==> src/hw/rtl/rmcs_pkg.sv <==
// Shared types, codes and constants of the remote motor command supervisor.
// No dependencies; every other file of the block imports this package.
package rmcs_pkg;

	// Default sizing of the peer table
	localparam int MAX_PEERS_DEF = 8;
	localparam int AGE_WIDTH_DEF = 16;

	// Fixed payload widths
	localparam int ID_W    = 8;
	localparam int CODE_W  = 4;
	localparam int ARG_W   = 8;
	localparam int LEVEL_W = 3;
	localparam int LIM_W   = 16;
	localparam int HOLD_W  = 16;

	// Reset values of the limit registers and the hold counter ceiling
	localparam logic [LIM_W-1:0]  HEART_LIMIT_RST = 16'd1000;
	localparam logic [LIM_W-1:0]  HOLD_LIMIT_RST  = 16'd200;
	localparam logic [HOLD_W-1:0] HOLD_MAX        = 16'hFFFF;

	// Configuration register indexes
	localparam int CFG_IDX_W = 2;
	typedef enum logic [CFG_IDX_W-1:0] {
		REG_RUN_ENABLE  = 2'd0,
		REG_HEART_LIMIT = 2'd1,
		REG_HOLD_LIMIT  = 2'd2
	} cfg_reg_e;

	// Request kinds
	localparam logic REQ_TICK = 1'b0;
	localparam logic REQ_CMD  = 1'b1;

	// Command codes
	typedef enum logic [CODE_W-1:0] {
		CMD_HEARTBEAT  = 4'd0,
		CMD_LEFT       = 4'd1,
		CMD_RIGHT      = 4'd2,
		CMD_STEER_STOP = 4'd3,
		CMD_START      = 4'd4,
		CMD_RETREAT    = 4'd5,
		CMD_STOP       = 4'd6,
		CMD_SPEED      = 4'd7,
		CMD_INCH       = 4'd8,
		CMD_LINK       = 4'd9,
		CMD_CONNECT    = 4'd10
	} cmd_e;

	// Steering drive codes
	localparam logic [1:0] STEER_BRAKE = 2'd0;
	localparam logic [1:0] STEER_LEFT  = 2'd1;
	localparam logic [1:0] STEER_RIGHT = 2'd2;

	// Link status codes
	localparam logic [1:0] LINK_INIT = 2'd0;
	localparam logic [1:0] LINK_CONN = 2'd1;
	localparam logic [1:0] LINK_LOST = 2'd2;

	// Control modes
	localparam logic MODE_INCH = 1'b0;
	localparam logic MODE_LINK = 1'b1;

	// Sequencer states
	typedef enum logic [1:0] {
		ST_IDLE,
		ST_SWEEP,
		ST_COMMIT
	} state_t;

	// Token handed from cell to cell during a sweep
	typedef struct packed {
		logic vld;    // token present
		logic found;  // sender matched an earlier cell
		logic lost;   // an earlier cell timed out on this tick
	} tok_t;

	// Item operation broadcast to every cell for the whole sweep
	typedef struct packed {
		logic             is_tick;
		logic             aging;       // link connected: heartbeats age
		logic             refresh;     // command that refreshes the heartbeat
		logic             connect;     // accepted connect command
		logic [ID_W-1:0]  dev_id;
		logic [LIM_W-1:0] heart_limit;
	} op_t;

endpackage

==> src/hw/rtl/rmcs_if.sv <==
// Handshake channels of the supervisor: request items in, result items out.
// Depends on rmcs_pkg for the payload widths.
interface rmcs_req_if;
	import rmcs_pkg::*;

	logic              valid;
	logic              ready;
	logic              req_type;
	logic [CODE_W-1:0] cmd_code;
	logic [ID_W-1:0]   dev_id;
	logic [ARG_W-1:0]  speed_arg;

	modport source (output valid, req_type, cmd_code, dev_id, speed_arg, input ready);
	modport sink   (input valid, req_type, cmd_code, dev_id, speed_arg, output ready);
endinterface

interface rmcs_res_if;
	import rmcs_pkg::*;

	logic               valid;
	logic               ready;
	logic               motor_on;
	logic [LEVEL_W-1:0] speed_level;
	logic [1:0]         steer_drive;
	logic [1:0]         link_state;
	logic               mode_now;
	logic               ack_valid;
	logic [ID_W-1:0]    ack_target;

	modport source (output valid, motor_on, speed_level, steer_drive, link_state,
		mode_now, ack_valid, ack_target, input ready);
	modport sink   (input valid, motor_on, speed_level, steer_drive, link_state,
		mode_now, ack_valid, ack_target, output ready);
endinterface

==> src/hw/rtl/rmcs_cell.sv <==
// One peer table cell: holds a device id and its heartbeat age, and passes
// the sweep token to its neighbour in the next cycle. Depends on rmcs_pkg.
module rmcs_cell #(
	parameter int AGE_WIDTH = rmcs_pkg::AGE_WIDTH_DEF
) (
	input  logic           clk,
	input  logic           arst_n,
	input  rmcs_pkg::op_t  op,
	input  logic           active,     // entry lies below the fill count
	input  logic           next_slot,  // entry is the first free one
	input  rmcs_pkg::tok_t tok_in,
	output rmcs_pkg::tok_t tok_out
);
	import rmcs_pkg::*;

	localparam int CMP_W = (AGE_WIDTH > LIM_W) ? AGE_WIDTH : LIM_W;

	logic [ID_W-1:0]      id_q;
	logic [AGE_WIDTH-1:0] age_q;
	logic [AGE_WIDTH-1:0] age_inc;
	logic                 match;
	logic                 ages;
	logic                 timeout;
	tok_t                 tok_q;
	tok_t                 tok_d;

	// Compare sender, age with saturation, test against the limit
	always_comb begin
		match   = active && (id_q == op.dev_id);
		ages    = op.is_tick && op.aging && active && !tok_in.lost;
		age_inc = (age_q == {AGE_WIDTH{1'b1}}) ? age_q : age_q + AGE_WIDTH'(1);
		timeout = CMP_W'(age_inc) > CMP_W'(op.heart_limit);
	end

	// Build the outgoing token
	always_comb begin
		tok_d       = tok_in;
		tok_d.found = tok_in.found || match;
		tok_d.lost  = tok_in.lost || (ages && timeout);
	end

	// Update the entry as the token passes
	always_ff @(posedge clk) begin
		if (tok_in.vld) begin
			if (ages) begin
				age_q <= age_inc;
			end else if (!op.is_tick && op.refresh && match) begin
				age_q <= AGE_WIDTH'(1);
			end else if (!op.is_tick && op.connect && next_slot && !tok_in.found) begin
				id_q  <= op.dev_id;
				age_q <= AGE_WIDTH'(1);
			end
		end
	end

	// Hand the token on
	always_ff @(posedge clk or negedge arst_n) begin
		if (!arst_n) begin
			tok_q <= '0;
		end else begin
			tok_q <= tok_in.vld ? tok_d : '0;
		end
	end

	assign tok_out = tok_q;

endmodule

==> src/hw/rtl/rmcs_ctrl.sv <==
// Sequencer and global state of the supervisor: takes items, starts the sweep,
// applies the item at its end and holds the result register. Uses rmcs_pkg.
module rmcs_ctrl #(
	parameter int MAX_PEERS = rmcs_pkg::MAX_PEERS_DEF,
	localparam int CNT_W    = $clog2(MAX_PEERS + 1)
) (
	input  logic                              clk,
	input  logic                              arst_n,
	rmcs_req_if.sink                          req,
	rmcs_res_if.source                        res,
	input  logic                              cfg_wr_en,
	input  logic [rmcs_pkg::CFG_IDX_W-1:0]    cfg_index,
	input  logic [rmcs_pkg::LIM_W-1:0]        cfg_wdata,
	output rmcs_pkg::op_t                     op,
	output rmcs_pkg::tok_t                    tok_first,
	input  rmcs_pkg::tok_t                    tok_last,
	output logic [CNT_W-1:0]                  peer_count
);
	import rmcs_pkg::*;

	state_t state_q, state_d;

	// Configuration registers
	logic             run_en_q;
	logic [LIM_W-1:0] heart_lim_q;
	logic [LIM_W-1:0] hold_lim_q;

	// Current item
	logic              type_q;
	logic [CODE_W-1:0] code_q;
	logic [ID_W-1:0]   id_q;
	logic [ARG_W-1:0]  arg_q;
	logic              start_q;
	logic              found_q;
	logic              lost_q;

	// Global state
	logic [CNT_W-1:0]   count_q, count_d;
	logic [1:0]         link_q, link_d;
	logic               mode_q, mode_d;
	logic               motor_q, motor_d;
	logic [LEVEL_W-1:0] level_q, level_d;
	logic [1:0]         steer_q, steer_d;
	logic [HOLD_W-1:0]  hold_q, hold_d;
	logic               ack_d;

	// Result register
	logic               out_vld_q;
	logic               ack_q;
	logic [ID_W-1:0]    ack_to_q;

	logic accept;
	logic slot_free;
	logic commit_en;
	logic in_ready;
	logic is_cmd;
	logic arg_ok;
	logic room;

	assign accept    = req.valid && in_ready;
	assign slot_free = !out_vld_q || res.ready;
	assign is_cmd    = (type_q == REQ_CMD) && run_en_q;
	assign arg_ok    = (arg_q[ARG_W-1:LEVEL_W] == '0);
	assign room      = count_q < CNT_W'(MAX_PEERS);

	// Next state
	always_comb begin
		state_d = state_q;
		unique case (state_q)
			ST_IDLE:   if (accept) state_d = ST_SWEEP;
			ST_SWEEP:  if (tok_last.vld) state_d = ST_COMMIT;
			ST_COMMIT: if (slot_free) state_d = ST_IDLE;
			default:   state_d = ST_IDLE;
		endcase
	end

	// State outputs
	always_comb begin
		in_ready  = 1'b0;
		commit_en = 1'b0;
		unique case (state_q)
			ST_IDLE:   in_ready = 1'b1;
			ST_SWEEP:  ;
			ST_COMMIT: commit_en = slot_free;
			default:   ;
		endcase
	end

	always_ff @(posedge clk or negedge arst_n) begin
		if (!arst_n) begin
			state_q <= ST_IDLE;
		end else begin
			state_q <= state_d;
		end
	end

	// Configuration writes
	always_ff @(posedge clk or negedge arst_n) begin
		if (!arst_n) begin
			run_en_q    <= 1'b0;
			heart_lim_q <= HEART_LIMIT_RST;
			hold_lim_q  <= HOLD_LIMIT_RST;
		end else if (cfg_wr_en) begin
			unique case (cfg_index)
				REG_RUN_ENABLE:  run_en_q    <= cfg_wdata[0];
				REG_HEART_LIMIT: heart_lim_q <= cfg_wdata;
				REG_HOLD_LIMIT:  hold_lim_q  <= cfg_wdata;
				default:         ;
			endcase
		end
	end

	// Capture the item on transfer
	always_ff @(posedge clk) begin
		if (accept) begin
			type_q <= req.req_type;
			code_q <= req.cmd_code;
			id_q   <= req.dev_id;
			arg_q  <= req.speed_arg;
		end
		if (tok_last.vld) begin
			found_q <= tok_last.found;
			lost_q  <= tok_last.lost;
		end
	end

	// Launch the token into the first cell
	always_ff @(posedge clk or negedge arst_n) begin
		if (!arst_n) begin
			start_q <= 1'b0;
		end else begin
			start_q <= accept;
		end
	end

	// Broadcast the operation to the cells
	always_comb begin
		op.is_tick     = (type_q == REQ_TICK);
		op.aging       = (link_q == LINK_CONN);
		op.dev_id      = id_q;
		op.heart_limit = heart_lim_q;
		op.connect     = is_cmd && (code_q == CMD_CONNECT);
		case (code_q) inside
			CMD_HEARTBEAT, CMD_LEFT, CMD_RIGHT, CMD_STEER_STOP, CMD_INCH, CMD_LINK:
				op.refresh = is_cmd;
			default:
				op.refresh = 1'b0;
		endcase
		tok_first       = '0;
		tok_first.vld   = start_q;
	end

	// Apply the item to the global state
	always_comb begin
		count_d = count_q;
		link_d  = link_q;
		mode_d  = mode_q;
		motor_d = motor_q;
		level_d = level_q;
		steer_d = steer_q;
		hold_d  = hold_q;
		ack_d   = 1'b0;
		if (type_q == REQ_TICK) begin
			if (hold_q != '0 && hold_q != HOLD_MAX) begin
				hold_d = hold_q + HOLD_W'(1);
			end
			if (lost_q) begin
				link_d = LINK_LOST;
			end
		end else if (run_en_q) begin
			if (found_q) begin
				unique case (code_q)
					CMD_LEFT:       steer_d = STEER_LEFT;
					CMD_RIGHT:      steer_d = STEER_RIGHT;
					CMD_STEER_STOP: steer_d = STEER_BRAKE;
					CMD_START: begin
						if (mode_q == MODE_INCH && motor_q) begin
							hold_d = HOLD_W'(1);
						end else begin
							if (arg_ok) level_d = arg_q[LEVEL_W-1:0];
							motor_d = 1'b1;
						end
					end
					CMD_STOP: begin
						if (mode_q == MODE_INCH) hold_d = '0;
						motor_d = 1'b0;
					end
					CMD_SPEED: if (arg_ok) level_d = arg_q[LEVEL_W-1:0];
					CMD_INCH: begin
						mode_d = MODE_INCH;
						hold_d = '0;
					end
					CMD_LINK: begin
						mode_d = MODE_LINK;
						hold_d = '0;
					end
					default: ;
				endcase
			end else if (code_q == CMD_CONNECT && room) begin
				count_d = count_q + CNT_W'(1);
				link_d  = LINK_CONN;
				ack_d   = 1'b1;
			end
			// Inch hold timeout stops the motor
			if (hold_d > hold_lim_q) begin
				motor_d = 1'b0;
			end
		end
	end

	// Global state registers
	always_ff @(posedge clk or negedge arst_n) begin
		if (!arst_n) begin
			count_q <= '0;
			link_q  <= LINK_INIT;
			mode_q  <= MODE_INCH;
			motor_q <= 1'b0;
			level_q <= '0;
			steer_q <= STEER_BRAKE;
			hold_q  <= '0;
		end else if (commit_en) begin
			count_q <= count_d;
			link_q  <= link_d;
			mode_q  <= mode_d;
			motor_q <= motor_d;
			level_q <= level_d;
			steer_q <= steer_d;
			hold_q  <= hold_d;
		end
	end

	// Result register: load on commit, drop on transfer
	always_ff @(posedge clk or negedge arst_n) begin
		if (!arst_n) begin
			out_vld_q <= 1'b0;
		end else if (commit_en) begin
			out_vld_q <= 1'b1;
		end else if (res.ready) begin
			out_vld_q <= 1'b0;
		end
	end

	always_ff @(posedge clk) begin
		if (commit_en) begin
			ack_q    <= ack_d;
			ack_to_q <= ack_d ? id_q : '0;
		end
	end

	assign req.ready       = in_ready;
	assign res.valid       = out_vld_q;
	assign res.motor_on    = motor_q;
	assign res.speed_level = level_q;
	assign res.steer_drive = steer_q;
	assign res.link_state  = link_q;
	assign res.mode_now    = mode_q;
	assign res.ack_valid   = ack_q;
	assign res.ack_target  = ack_to_q;
	assign peer_count      = count_q;

`ifndef ASSERT_OFF
	a_count_bound: assert property (@(posedge clk) disable iff (!arst_n)
		count_q <= CNT_W'(MAX_PEERS))
		else $error("peer count beyond table size");

	a_token_in_sweep: assert property (@(posedge clk) disable iff (!arst_n)
		tok_last.vld |-> state_q == ST_SWEEP)
		else $error("token left the chain outside a sweep");

	a_ack_target_clear: assert property (@(posedge clk) disable iff (!arst_n)
		(out_vld_q && !ack_q) |-> ack_to_q == '0)
		else $error("acknowledge target set without acknowledge");

	a_connect_links: assert property (@(posedge clk) disable iff (!arst_n)
		(commit_en && ack_d) |=> link_q == LINK_CONN)
		else $error("connect did not establish the link");
`endif

endmodule

==> src/hw/rtl/remote_motor_command_supervisor.sv <==
// Top level of the remote motor command supervisor: the sequencer plus a row
// of peer table cells. Depends on rmcs_pkg, rmcs_if, rmcs_cell and rmcs_ctrl.
//
// Usage:
//  - req carries ticks (req_type 0) and received commands (req_type 1); res
//    returns exactly one result per request, the state after that request.
//  - cfg_wr_en/cfg_index/cfg_wdata write run_enable (0), heart_limit (1) and
//    hold_limit (2); write only while no request is in flight.
//  - One request at a time: after a transfer on req, a token walks the cell
//    row one cell per cycle, then the commit state loads the result register;
//    req.ready rises at the same edge, so a new request is taken only after
//    the result of the last one is loaded.
//  - The result sits in an output register; a stalled receiver holds it and
//    the next request is still taken and swept, waiting at commit until the
//    register is free.
//  - Reset empties the peer table (fill count zero), sets the link to initial,
//    inch mode, motor off, level zero, steering brake, hold count zero and the
//    registers to 0, 1000 and 200.
module remote_motor_command_supervisor #(
	parameter int MAX_PEERS = rmcs_pkg::MAX_PEERS_DEF,
	parameter int AGE_WIDTH = rmcs_pkg::AGE_WIDTH_DEF
) (
	input  logic                           clk,
	input  logic                           arst_n,
	rmcs_req_if.sink                       req,
	rmcs_res_if.source                     res,
	input  logic                           cfg_wr_en,
	input  logic [rmcs_pkg::CFG_IDX_W-1:0] cfg_index,
	input  logic [rmcs_pkg::LIM_W-1:0]     cfg_wdata
);
	import rmcs_pkg::*;

	localparam int CNT_W = $clog2(MAX_PEERS + 1);

	op_t              op;
	tok_t             tok [MAX_PEERS+1];
	logic [CNT_W-1:0] peer_count;

	rmcs_ctrl #(
		.MAX_PEERS (MAX_PEERS)
	) u_ctrl (
		.clk        (clk),
		.arst_n     (arst_n),
		.req        (req),
		.res        (res),
		.cfg_wr_en  (cfg_wr_en),
		.cfg_index  (cfg_index),
		.cfg_wdata  (cfg_wdata),
		.op         (op),
		.tok_first  (tok[0]),
		.tok_last   (tok[MAX_PEERS]),
		.peer_count (peer_count)
	);

	// Row of table cells, token passed left to right
	for (genvar i = 0; i < MAX_PEERS; i++) begin : g_cell
		logic active;
		logic next_slot;

		// Mark filled entries and the first free one
		assign active    = peer_count > CNT_W'(i);
		assign next_slot = peer_count == CNT_W'(i);

		rmcs_cell #(
			.AGE_WIDTH (AGE_WIDTH)
		) u_cell (
			.clk       (clk),
			.arst_n    (arst_n),
			.op        (op),
			.active    (active),
			.next_slot (next_slot),
			.tok_in    (tok[i]),
			.tok_out   (tok[i+1])
		);
	end

endmodule
==> src/flat_wrapper.sv <==
// flat-port wrapper written by rule: the top's interface ports become plain ports
module remote_motor_command_supervisor_flat import rmcs_pkg::*;
#(
	parameter int MAX_PEERS = rmcs_pkg::MAX_PEERS_DEF,
	parameter int AGE_WIDTH = rmcs_pkg::AGE_WIDTH_DEF
)
  (clk, arst_n, cfg_wr_en, cfg_index, cfg_wdata, req_valid, req_req_type, req_cmd_code, req_dev_id, req_speed_arg, req_ready, res_valid, res_motor_on, res_speed_level, res_steer_drive, res_link_state, res_mode_now, res_ack_valid, res_ack_target, res_ready);
  rmcs_req_if req_i ();
  rmcs_res_if res_i ();
  input  logic clk;
  input  logic arst_n;
  input  logic cfg_wr_en;
  input  logic [rmcs_pkg::CFG_IDX_W-1:0] cfg_index;
  input  logic [rmcs_pkg::LIM_W-1:0] cfg_wdata;
  input wire logic [$bits(req_i.valid)-1:0] req_valid;
  input wire logic [$bits(req_i.req_type)-1:0] req_req_type;
  input wire logic [$bits(req_i.cmd_code)-1:0] req_cmd_code;
  input wire logic [$bits(req_i.dev_id)-1:0] req_dev_id;
  input wire logic [$bits(req_i.speed_arg)-1:0] req_speed_arg;
  output wire logic [$bits(req_i.ready)-1:0] req_ready;
  output wire logic [$bits(res_i.valid)-1:0] res_valid;
  output wire logic [$bits(res_i.motor_on)-1:0] res_motor_on;
  output wire logic [$bits(res_i.speed_level)-1:0] res_speed_level;
  output wire logic [$bits(res_i.steer_drive)-1:0] res_steer_drive;
  output wire logic [$bits(res_i.link_state)-1:0] res_link_state;
  output wire logic [$bits(res_i.mode_now)-1:0] res_mode_now;
  output wire logic [$bits(res_i.ack_valid)-1:0] res_ack_valid;
  output wire logic [$bits(res_i.ack_target)-1:0] res_ack_target;
  input wire logic [$bits(res_i.ready)-1:0] res_ready;
  assign req_i.valid = req_valid;
  assign req_i.req_type = req_req_type;
  assign req_i.cmd_code = req_cmd_code;
  assign req_i.dev_id = req_dev_id;
  assign req_i.speed_arg = req_speed_arg;
  assign req_ready = req_i.ready;
  assign res_valid = res_i.valid;
  assign res_motor_on = res_i.motor_on;
  assign res_speed_level = res_i.speed_level;
  assign res_steer_drive = res_i.steer_drive;
  assign res_link_state = res_i.link_state;
  assign res_mode_now = res_i.mode_now;
  assign res_ack_valid = res_i.ack_valid;
  assign res_ack_target = res_i.ack_target;
  assign res_i.ready = res_ready;
  remote_motor_command_supervisor #(.MAX_PEERS(MAX_PEERS), .AGE_WIDTH(AGE_WIDTH)) u_core (.clk(clk), .arst_n(arst_n), .req(req_i), .res(res_i), .cfg_wr_en(cfg_wr_en), .cfg_index(cfg_index), .cfg_wdata(cfg_wdata));
endmodule
==> config.mk <==
export PLATFORM = sky130hd
export DESIGN_NAME = remote_motor_command_supervisor_flat
export DESIGN_NICKNAME = d
export VERILOG_FILES = /design/src/hw/rtl/rmcs_pkg.sv /design/src/hw/rtl/rmcs_if.sv /design/src/hw/rtl/rmcs_cell.sv /design/src/hw/rtl/rmcs_ctrl.sv /design/src/hw/rtl/remote_motor_command_supervisor.sv /design/src/flat_wrapper.sv
export SDC_FILE = /design/constraint.sdc
export NUM_CORES = 1
export LEC_CHECK = 0
export BUFFER_PORTS_ARGS = -buffer_cell sky130_fd_sc_hd__buf_2
export CAP_MARGIN = 20
export CORE_MARGIN = 3
export CORE_UTILIZATION = 50
export DETAILED_ROUTE_END_ITERATION = 10
export GPL_ROUTABILITY_DRIVEN = 0
export PLACE_DENSITY = 0.66
export SLEW_MARGIN = 30
export SYNTH_ARGS = -nofsm -noshare
export SYNTH_HDL_FRONTEND = slang
export SYNTH_SLANG_ARGS = --single-unit
==> constraint.sdc <==
create_clock -name clk -period 4.9 [get_ports clk]
set_clock_uncertainty 0.2 [all_clocks]
set_input_delay 0.49 -clock clk [delete_from_list [all_inputs] [get_ports clk]]
set_output_delay 0.49 -clock clk [all_outputs]
set_load 0.01 [all_outputs]
==> results_dict.tcl, run 1 <==
set metrics [dict create \
    dieWidth_um 198.9 \
    grt_pass1_vias 13270 \
    crit_type "reg -> reg" \
    finalWorstSetupSlack_ps 1293 \
    p_leak_nw 8.098 \
    max_cap_check_violation_count 0 \
    worst_slew_pin_slew_ps 878.3 \
    maxSlewViolCount 0 \
    mean_area_per_synthesized_cell_um2 11.03 \
    r2r_start "u_core.g_cell[1].u_cell.age_q[0]" \
    post-cts-setup-buffers 0 \
    relSlewSlack_pct 41.27 \
    grt_first_pass_wirelength_um 70390 \
    io_buffer_count 63 \
    post-dp-hpwl_um 30380 \
    finalSetupViolations 0 \
    post-route-min-period_ps 3607 \
    post_synthesis_async_set_or_reset_flop_share_pct 28.66 \
    floorplan.io_pins 64 \
    post_route_cells_drive_above_1_share_pct 12.20 \
    clock_tree_from_tritoncts "yes" \
    worst_hold_path_cells 2 \
    grt_use_met3_pct 3.946 \
    syn_area_um2 18610 \
    cts-root-buf "clkbuf_16" \
    grt_most_used_layer "met2" \
    design.core.area_um2 36610 \
    drt-wirelength-per-cell_um 19.22 \
    area_growth_syn_to_layout_pct 13.02 \
    critPathArrivalTime_ps 3820 \
    critical_path.max_fanout 13 \
    clkLatencyLatePin_ps 530 \
    htree_levels 2 \
    pwr_density_cell_nw_per_um2 337.2 \
    die_h_um 198.9 \
    timing.reg2reg.worst_path_depth 12 \
    global_route.usage.met2_pct 36.42 \
    setup_total_negative_slack_ps 0 \
    synthDominantCellAreaShare_pct 36.14 \
    ys_seq_area_share_pct 48.31 \
    routed_wirelength_um 43950 \
    place_worst_setup_slack_ps 1340 \
    vias_per_cell 5.800 \
    antenna_found_initial 0 \
    synth_area_leaders "edfxtp_1 (36%), dfrtp_1 (11%), ha_1 (11%)" \
    synthesis.yosys.warnings 0 \
    synth.cells.most_frequent "edfxtp_1 (224), ha_1 (158), nand2_1 (107), xnor2_1 (106), nor2b_1 (96)" \
    critPathLaunch "u_core.g_cell[1].u_cell.age_q[0]" \
    detail_route.first_pass.iterations 5 \
    cts.sinks 314 \
    final_nets 1993 \
    largest_net_degree_at_the_start_of_global_routing 60 \
    dominantRegCellSynth "edfxtp_1" \
    placement_rows 70 \
    drcViolationCount 0 \
    initial_core_util_pct 50.83 \
    met1_usage_pct 30.98 \
    detailroute.via_count 13270 \
    clk_pin_slew_ps 60 \
    layout_worst_path_cycle_share_pct 73.60 \
    ys_ff_latch 314 \
    synthCells 1687 \
    run_status "finished, final reports clean" \
    synth_area_leader_cell "edfxtp_1" \
    hold_path_startpoint "cfg_wdata[7]" \
    synth_enable_flop_cells 224 \
    end_kind "flop" \
    buffer_depth_of_the_longest_clock_path 3 \
    worstHoldPathType "in -> reg" \
    antennaDiodeCount 0 \
    most_common_cell_in_the_netlist "edfxtp_1" \
    globalRouteOverflowTotal 0 \
    dieArea_um2 39570 \
    drt_iter0_drc 703 \
    number_of_nets_still_failing_antenna_checks_after_routing 0 \
    syn_nets 1889 \
    hold_viol_final 0 \
    start_kind "flop" \
    maxClockFrequency_mhz 277.3 \
    worstPathRequired_ps 5120 \
    synth_cell_type_count 65 \
    rsz_0062_raised_after_global_routing "no" \
    grt_usage_pct 22.47 \
    cts-buffers-inserted 37 \
    vdd_drop_max_uv 325.1 \
]
## final timing paths
path	endpoint	slack, ps
setup / recovery	u_core.g_cell[1].u_cell.tok_out[0]	1290
hold / removal	u_core.u_ctrl.heart_lim_q[7]	30
setup reg to reg	u_core.g_cell[1].u_cell.tok_out[0]	1290
hold reg to reg	u_core.u_ctrl.found_q	240
max in group asynchronous	u_core.g_cell[2].u_cell.tok_out[0]	3120
min in group asynchronous	u_core.u_ctrl.hold_q[9]	400
## area by class of cell
class | instances | area (µm²)
Multi-Input combinational cell | 1274 | 9241
Inverter | 52 | 195.2
Tap cell | 468 | 585.6
Timing Repair Buffer | 112 | 758.2
Clock buffer | 50 | 1089
Sequential cell | 314 | 8990
Clock inverter | 17 | 173.9
Fill cell | 3075 | 15580
## registers in the layout, summed over array words and instances (netlist names), 2 cells and up
signal	cells
u_core.g_cell.u_cell.tok_out	24
u_core.u_ctrl.hold_lim_q	16
u_core.u_ctrl.res.link_state	2
u_core.u_ctrl.id_q	8
u_core.u_ctrl.res.ack_target	8
u_core.u_ctrl.heart_lim_q	16
u_core.u_ctrl.hold_q	16
u_core.u_ctrl.peer_count	4
u_core.u_ctrl.state_q	2
u_core.u_ctrl.arg_q	8
u_core.u_ctrl.code_q	4
u_core.g_cell.u_cell.age_q	128
u_core.u_ctrl.res.speed_level	3
u_core.g_cell.u_cell.id_q	64
u_core.u_ctrl.res.steer_drive	2
## critical path: stages, from the launching register on
cell and delay (ps):
edfxtp_1 400, ha_1 200, and3_1 260, nand4_1 210, or3_1 620, nand4_1 200
xnor2_1 150, ha_1 290, a21o_1 170, a21o_1 170, a211oi_1 220, o22ai_1 130
o221a_2 270
## cells by family (layout without fill, tap and decap cells)
logic type | count (synthesis) | after routing | synth area share [%]
AOI/OAI and AO/OA | 264 | 264 | 8.975
xor gates and xnor gates | 146 | 146 | 6.871
muxes | 58 | 58 | 3.496
buffers and inverters | 99 | 231 | 2.111
adders and majority gates | 158 | 158 | 10.62
DFF | 314 | 314 | 48.31
and+or+nand+nor | 648 | 648 | 19.62
## timing repair
| item | CTS | global route |
|---|---|---|
| gates resized for setup | 0 | 0 |
| hold buffers | 29 | 0 |
| hold endpoints to repair | 82 | 0 |
## power breakdown
| group | switching (mW) | total (mW) | internal, mW |
|---|---|---|---|
| Sequential | 0.152 | 3.14 | 2.99 |
| Combinational | 0.641 | 1.12 | 0.475 |
| Clock | 1.11 | 2.83 | 1.72 |
## metrics by stage
step / instances / area (µm²) / power [mW] / utilization (%) / hold WS [ps]
2_1_floorplan: 1687 / 18610 / 3.890 / - / -5.591
3_3_place_gp: 2191 / 19480 / 4.238 / 53.21 / 219.9
3_5_place_dp: 2191 / 19480 / 4.294 / 53.21 / 234.9
4_1_cts: 2287 / 21030 / 7.163 / 57.45 / 1.417
5_1_grt: 2287 / 21030 / 7.424 / 57.45 / 9.492
6_report: 2287 / 21030 / 7.092 / 57.45 / 31.03
## metal layers
metal / vias up / wire length (µm) / part of all wire [%]
met3: 76 / 2545 / 5.8
li1: 6471 / - / -
met2: 324 / 19910 / 45
met1: 6394 / 20170 / 46
met5: - / 0 / 0
met4: 0 / 1321 / 3.0
## placed cells by master (no fill, tap or decap), drive strengths merged, types with 56 or more instances in the layout
cell,instances
nor2,70
edfxtp,224
dfrtp,81
ha,158
buf,83
nand2,107
nand3,78
o21ai,61
nor2b,97
xnor2,106
mux2,56
a21oi,72
nand4,58
(Power assumes the default switching activity.)
==> run 2, diff against run 1 <==
Settings changed: PLACE_DENSITY 0.66 to 0.69.
Clock period 4.9 ns to 2.9 ns, I/O delays scaled along.
==> run 2 against run 1 <==
  * Register-to-register slack got worse by 1400 ps
  * Highest routed layer unchanged
  * The run now ends with setup timing left
  * Fmax rose by 18%
  * Die area did not move
==> results_dict.tcl, run 2 (same netlist as run 1, synthesis figures left out) <==
set metrics [dict create \
    floorplan.io_pins 64 \
    post_route_cells_drive_above_1_share_pct 29.93 \
    finalNonFillerCells 2553 \
    post-dp-hpwl_um 33990 \
    grt_first_pass_wirelength_um 78320 \
    detail_route.first_pass.iterations 7 \
    register_with_the_most_flip_flops "u_core.g_cell.u_cell.age_q" \
    routed_wirelength_um 50380 \
    worstHoldPathType "in -> async" \
    place_worst_setup_slack_ps -176.6 \
    die_h_um 198.9 \
    clock_tree_from_tritoncts "yes" \
    grt_pass1_vias 15210 \
    cts.sinks 314 \
    final_nets 2260 \
    layout_worst_path_cycle_share_pct 105.0 \
    sum_of_internal_switching_and_leakage_power_mw 12.03 \
    number_of_nets_still_failing_antenna_checks_after_routing 0 \
    finalSetupViolations 5 \
    vias_per_cell 5.837 \
    drcViolationCount 0 \
    clkLatencyLatePin_ps 530 \
    largest_net_degree_at_the_start_of_global_routing 52 \
    antenna_found_initial 0 \
    area_growth_syn_to_layout_pct 29.12 \
    p_leak_nw 9.525 \
    hold_viol_final 0 \
    layout_commonest_cell "buf_4" \
    finalWorstSetupSlack_ps -143.6 \
    maxClockFrequency_mhz 328.6 \
    detailroute.via_count 14900 \
    maxSlewViolCount 0 \
    rsz_0062_raised_after_global_routing "yes" \
    dpl.cell_count 2413 \
    dieWidth_um 198.9 \
    pwr_density_cell_nw_per_um2 500.6 \
    critical_path.max_fanout 7 \
    grt_usage_pct 24.85 \
    antennaDiodeCount 0 \
    cts-root-buf "clkbuf_16" \
    largest_register_ffs 128 \
    end_kind "flop" \
    placement_rows 70 \
    vdd_drop_max_uv 479.2 \
    post-route-min-period_ps 3044 \
    globalRouteOverflowTotal 0 \
    start_kind "flop" \
    io_buffer_count 63 \
    clk_pin_slew_ps 60 \
    max_cap_check_violation_count 0 \
    initial_core_util_pct 50.83 \
    dieArea_um2 39570 \
    register_area_um2 8990 \
    crit_type "reg -> reg" \
    relSlewSlack_pct 42.26 \
    design.core.area_um2 36610 \
    cts-buffers-inserted 35 \
    worst_slew_pin_slew_ps 863.5 \
    critPathArrivalTime_ps 3260 \
    layout.cells.most_common_list "buf_4 (261), edfxtp_1 (224), ha_1 (135)" \
    run_status "finished, violations left" \
    violations "setup timing" \
    worstPathRequired_ps 3110 \
    buffer_depth_of_the_longest_clock_path 3 \
    drt_iter0_drc 838 \
    htree_levels 2 \
    multi_input_comb_area_um2 10220 \
    filler_cell_count_in_the_final_layout 2655 \
    drt-wirelength-per-cell_um 19.73 \
]
==> run 2: what timing repair did <==
action                                  CTS  global route
buffers inserted                         12            21
hold endpoints to repair                 96             0
endpoints found under the setup margin    9           121
resized for setup                        50           124
cloned                                    0             1
pin swaps                                35            78
hold buffers                             42             0
==> run 2: routing by layer <==
layer / track usage, % / vias to the layer above / part of all wire (%)
met5: 0 / - / 0
met2: 42.51 / 411 / 49
met3: 4.133 / 111 / 5.2
met1: 32.40 / 7368 / 43
met4: 8.017 / 0 / 3.0
li1: - / 7012 / -
==> run 2: final cells by class <==
| type | instances | area share (%) |
|---|---|---|
| clock buffer | 48 | 4.067 |
| timing repair buffer | 380 | 12.19 |
| sequential | 314 | 37.41 |
| tap | 468 | 2.437 |
| multi-input combinational | 1275 | 42.54 |
| clock inverter | 16 | 0.5415 |
| inverter | 52 | 0.8123 |
==> run 2: worst max-delay path, stage by stage, from the launching register on <==
cell,delay [ps]
edfxtp_1,360
ha_2,180
and3_4,180
nand4_1,100
or3_4,460
mux2_4,330
ha_4,210
nor2b_1,120
o21a_1,160
o21a_1,170
o21ai_2,110
nand2_1,60
o221a_2,290
==> run 2: worst paths after layout <==
kind | startpoint | end | slack (ps) | cells past startpoint
worst min register to register | u_core.g_cell[7].u_cell.tok_out[1] | u_core.u_ctrl.found_q | 240 | 0
worst min-delay path | arst_n | u_core.u_ctrl.hold_q[9] | 100 | 2
worst max register to register | u_core.g_cell[1].u_cell.age_q[1] | u_core.g_cell[1].u_cell.tok_out[0] | -140 | 12
min in group clk | u_core.g_cell[7].u_cell.tok_out[1] | u_core.u_ctrl.found_q | 240 | 0
max in group asynchronous | arst_n | u_core.g_cell[3].u_cell.tok_out[0] | 1710 | 3
worst max-delay path | u_core.g_cell[1].u_cell.age_q[1] | u_core.g_cell[1].u_cell.tok_out[0] | -140 | 12
==> run 2: power by group <==
group          total, mW  switching, mW  internal [mW]
clock network       4.32           1.85           2.48
registers           5.31          0.252           5.06
logic               2.40           1.32           1.08
==> run 2: per-stage QoR <==
step                      utilization (%)  hold slack (ps)  setup TNS (ps)  cell area, µm²
after floorplan                         -           -205.6           -2199           18790
after global placement              58.39            101.6          -383.1           21380
after global routing                65.64            130.4           -1614           24030
after CTS                           63.41            99.19          -322.9           23220
final                               65.64            101.2          -445.3           24030
after detailed placement            58.39            107.3          -862.2           21380
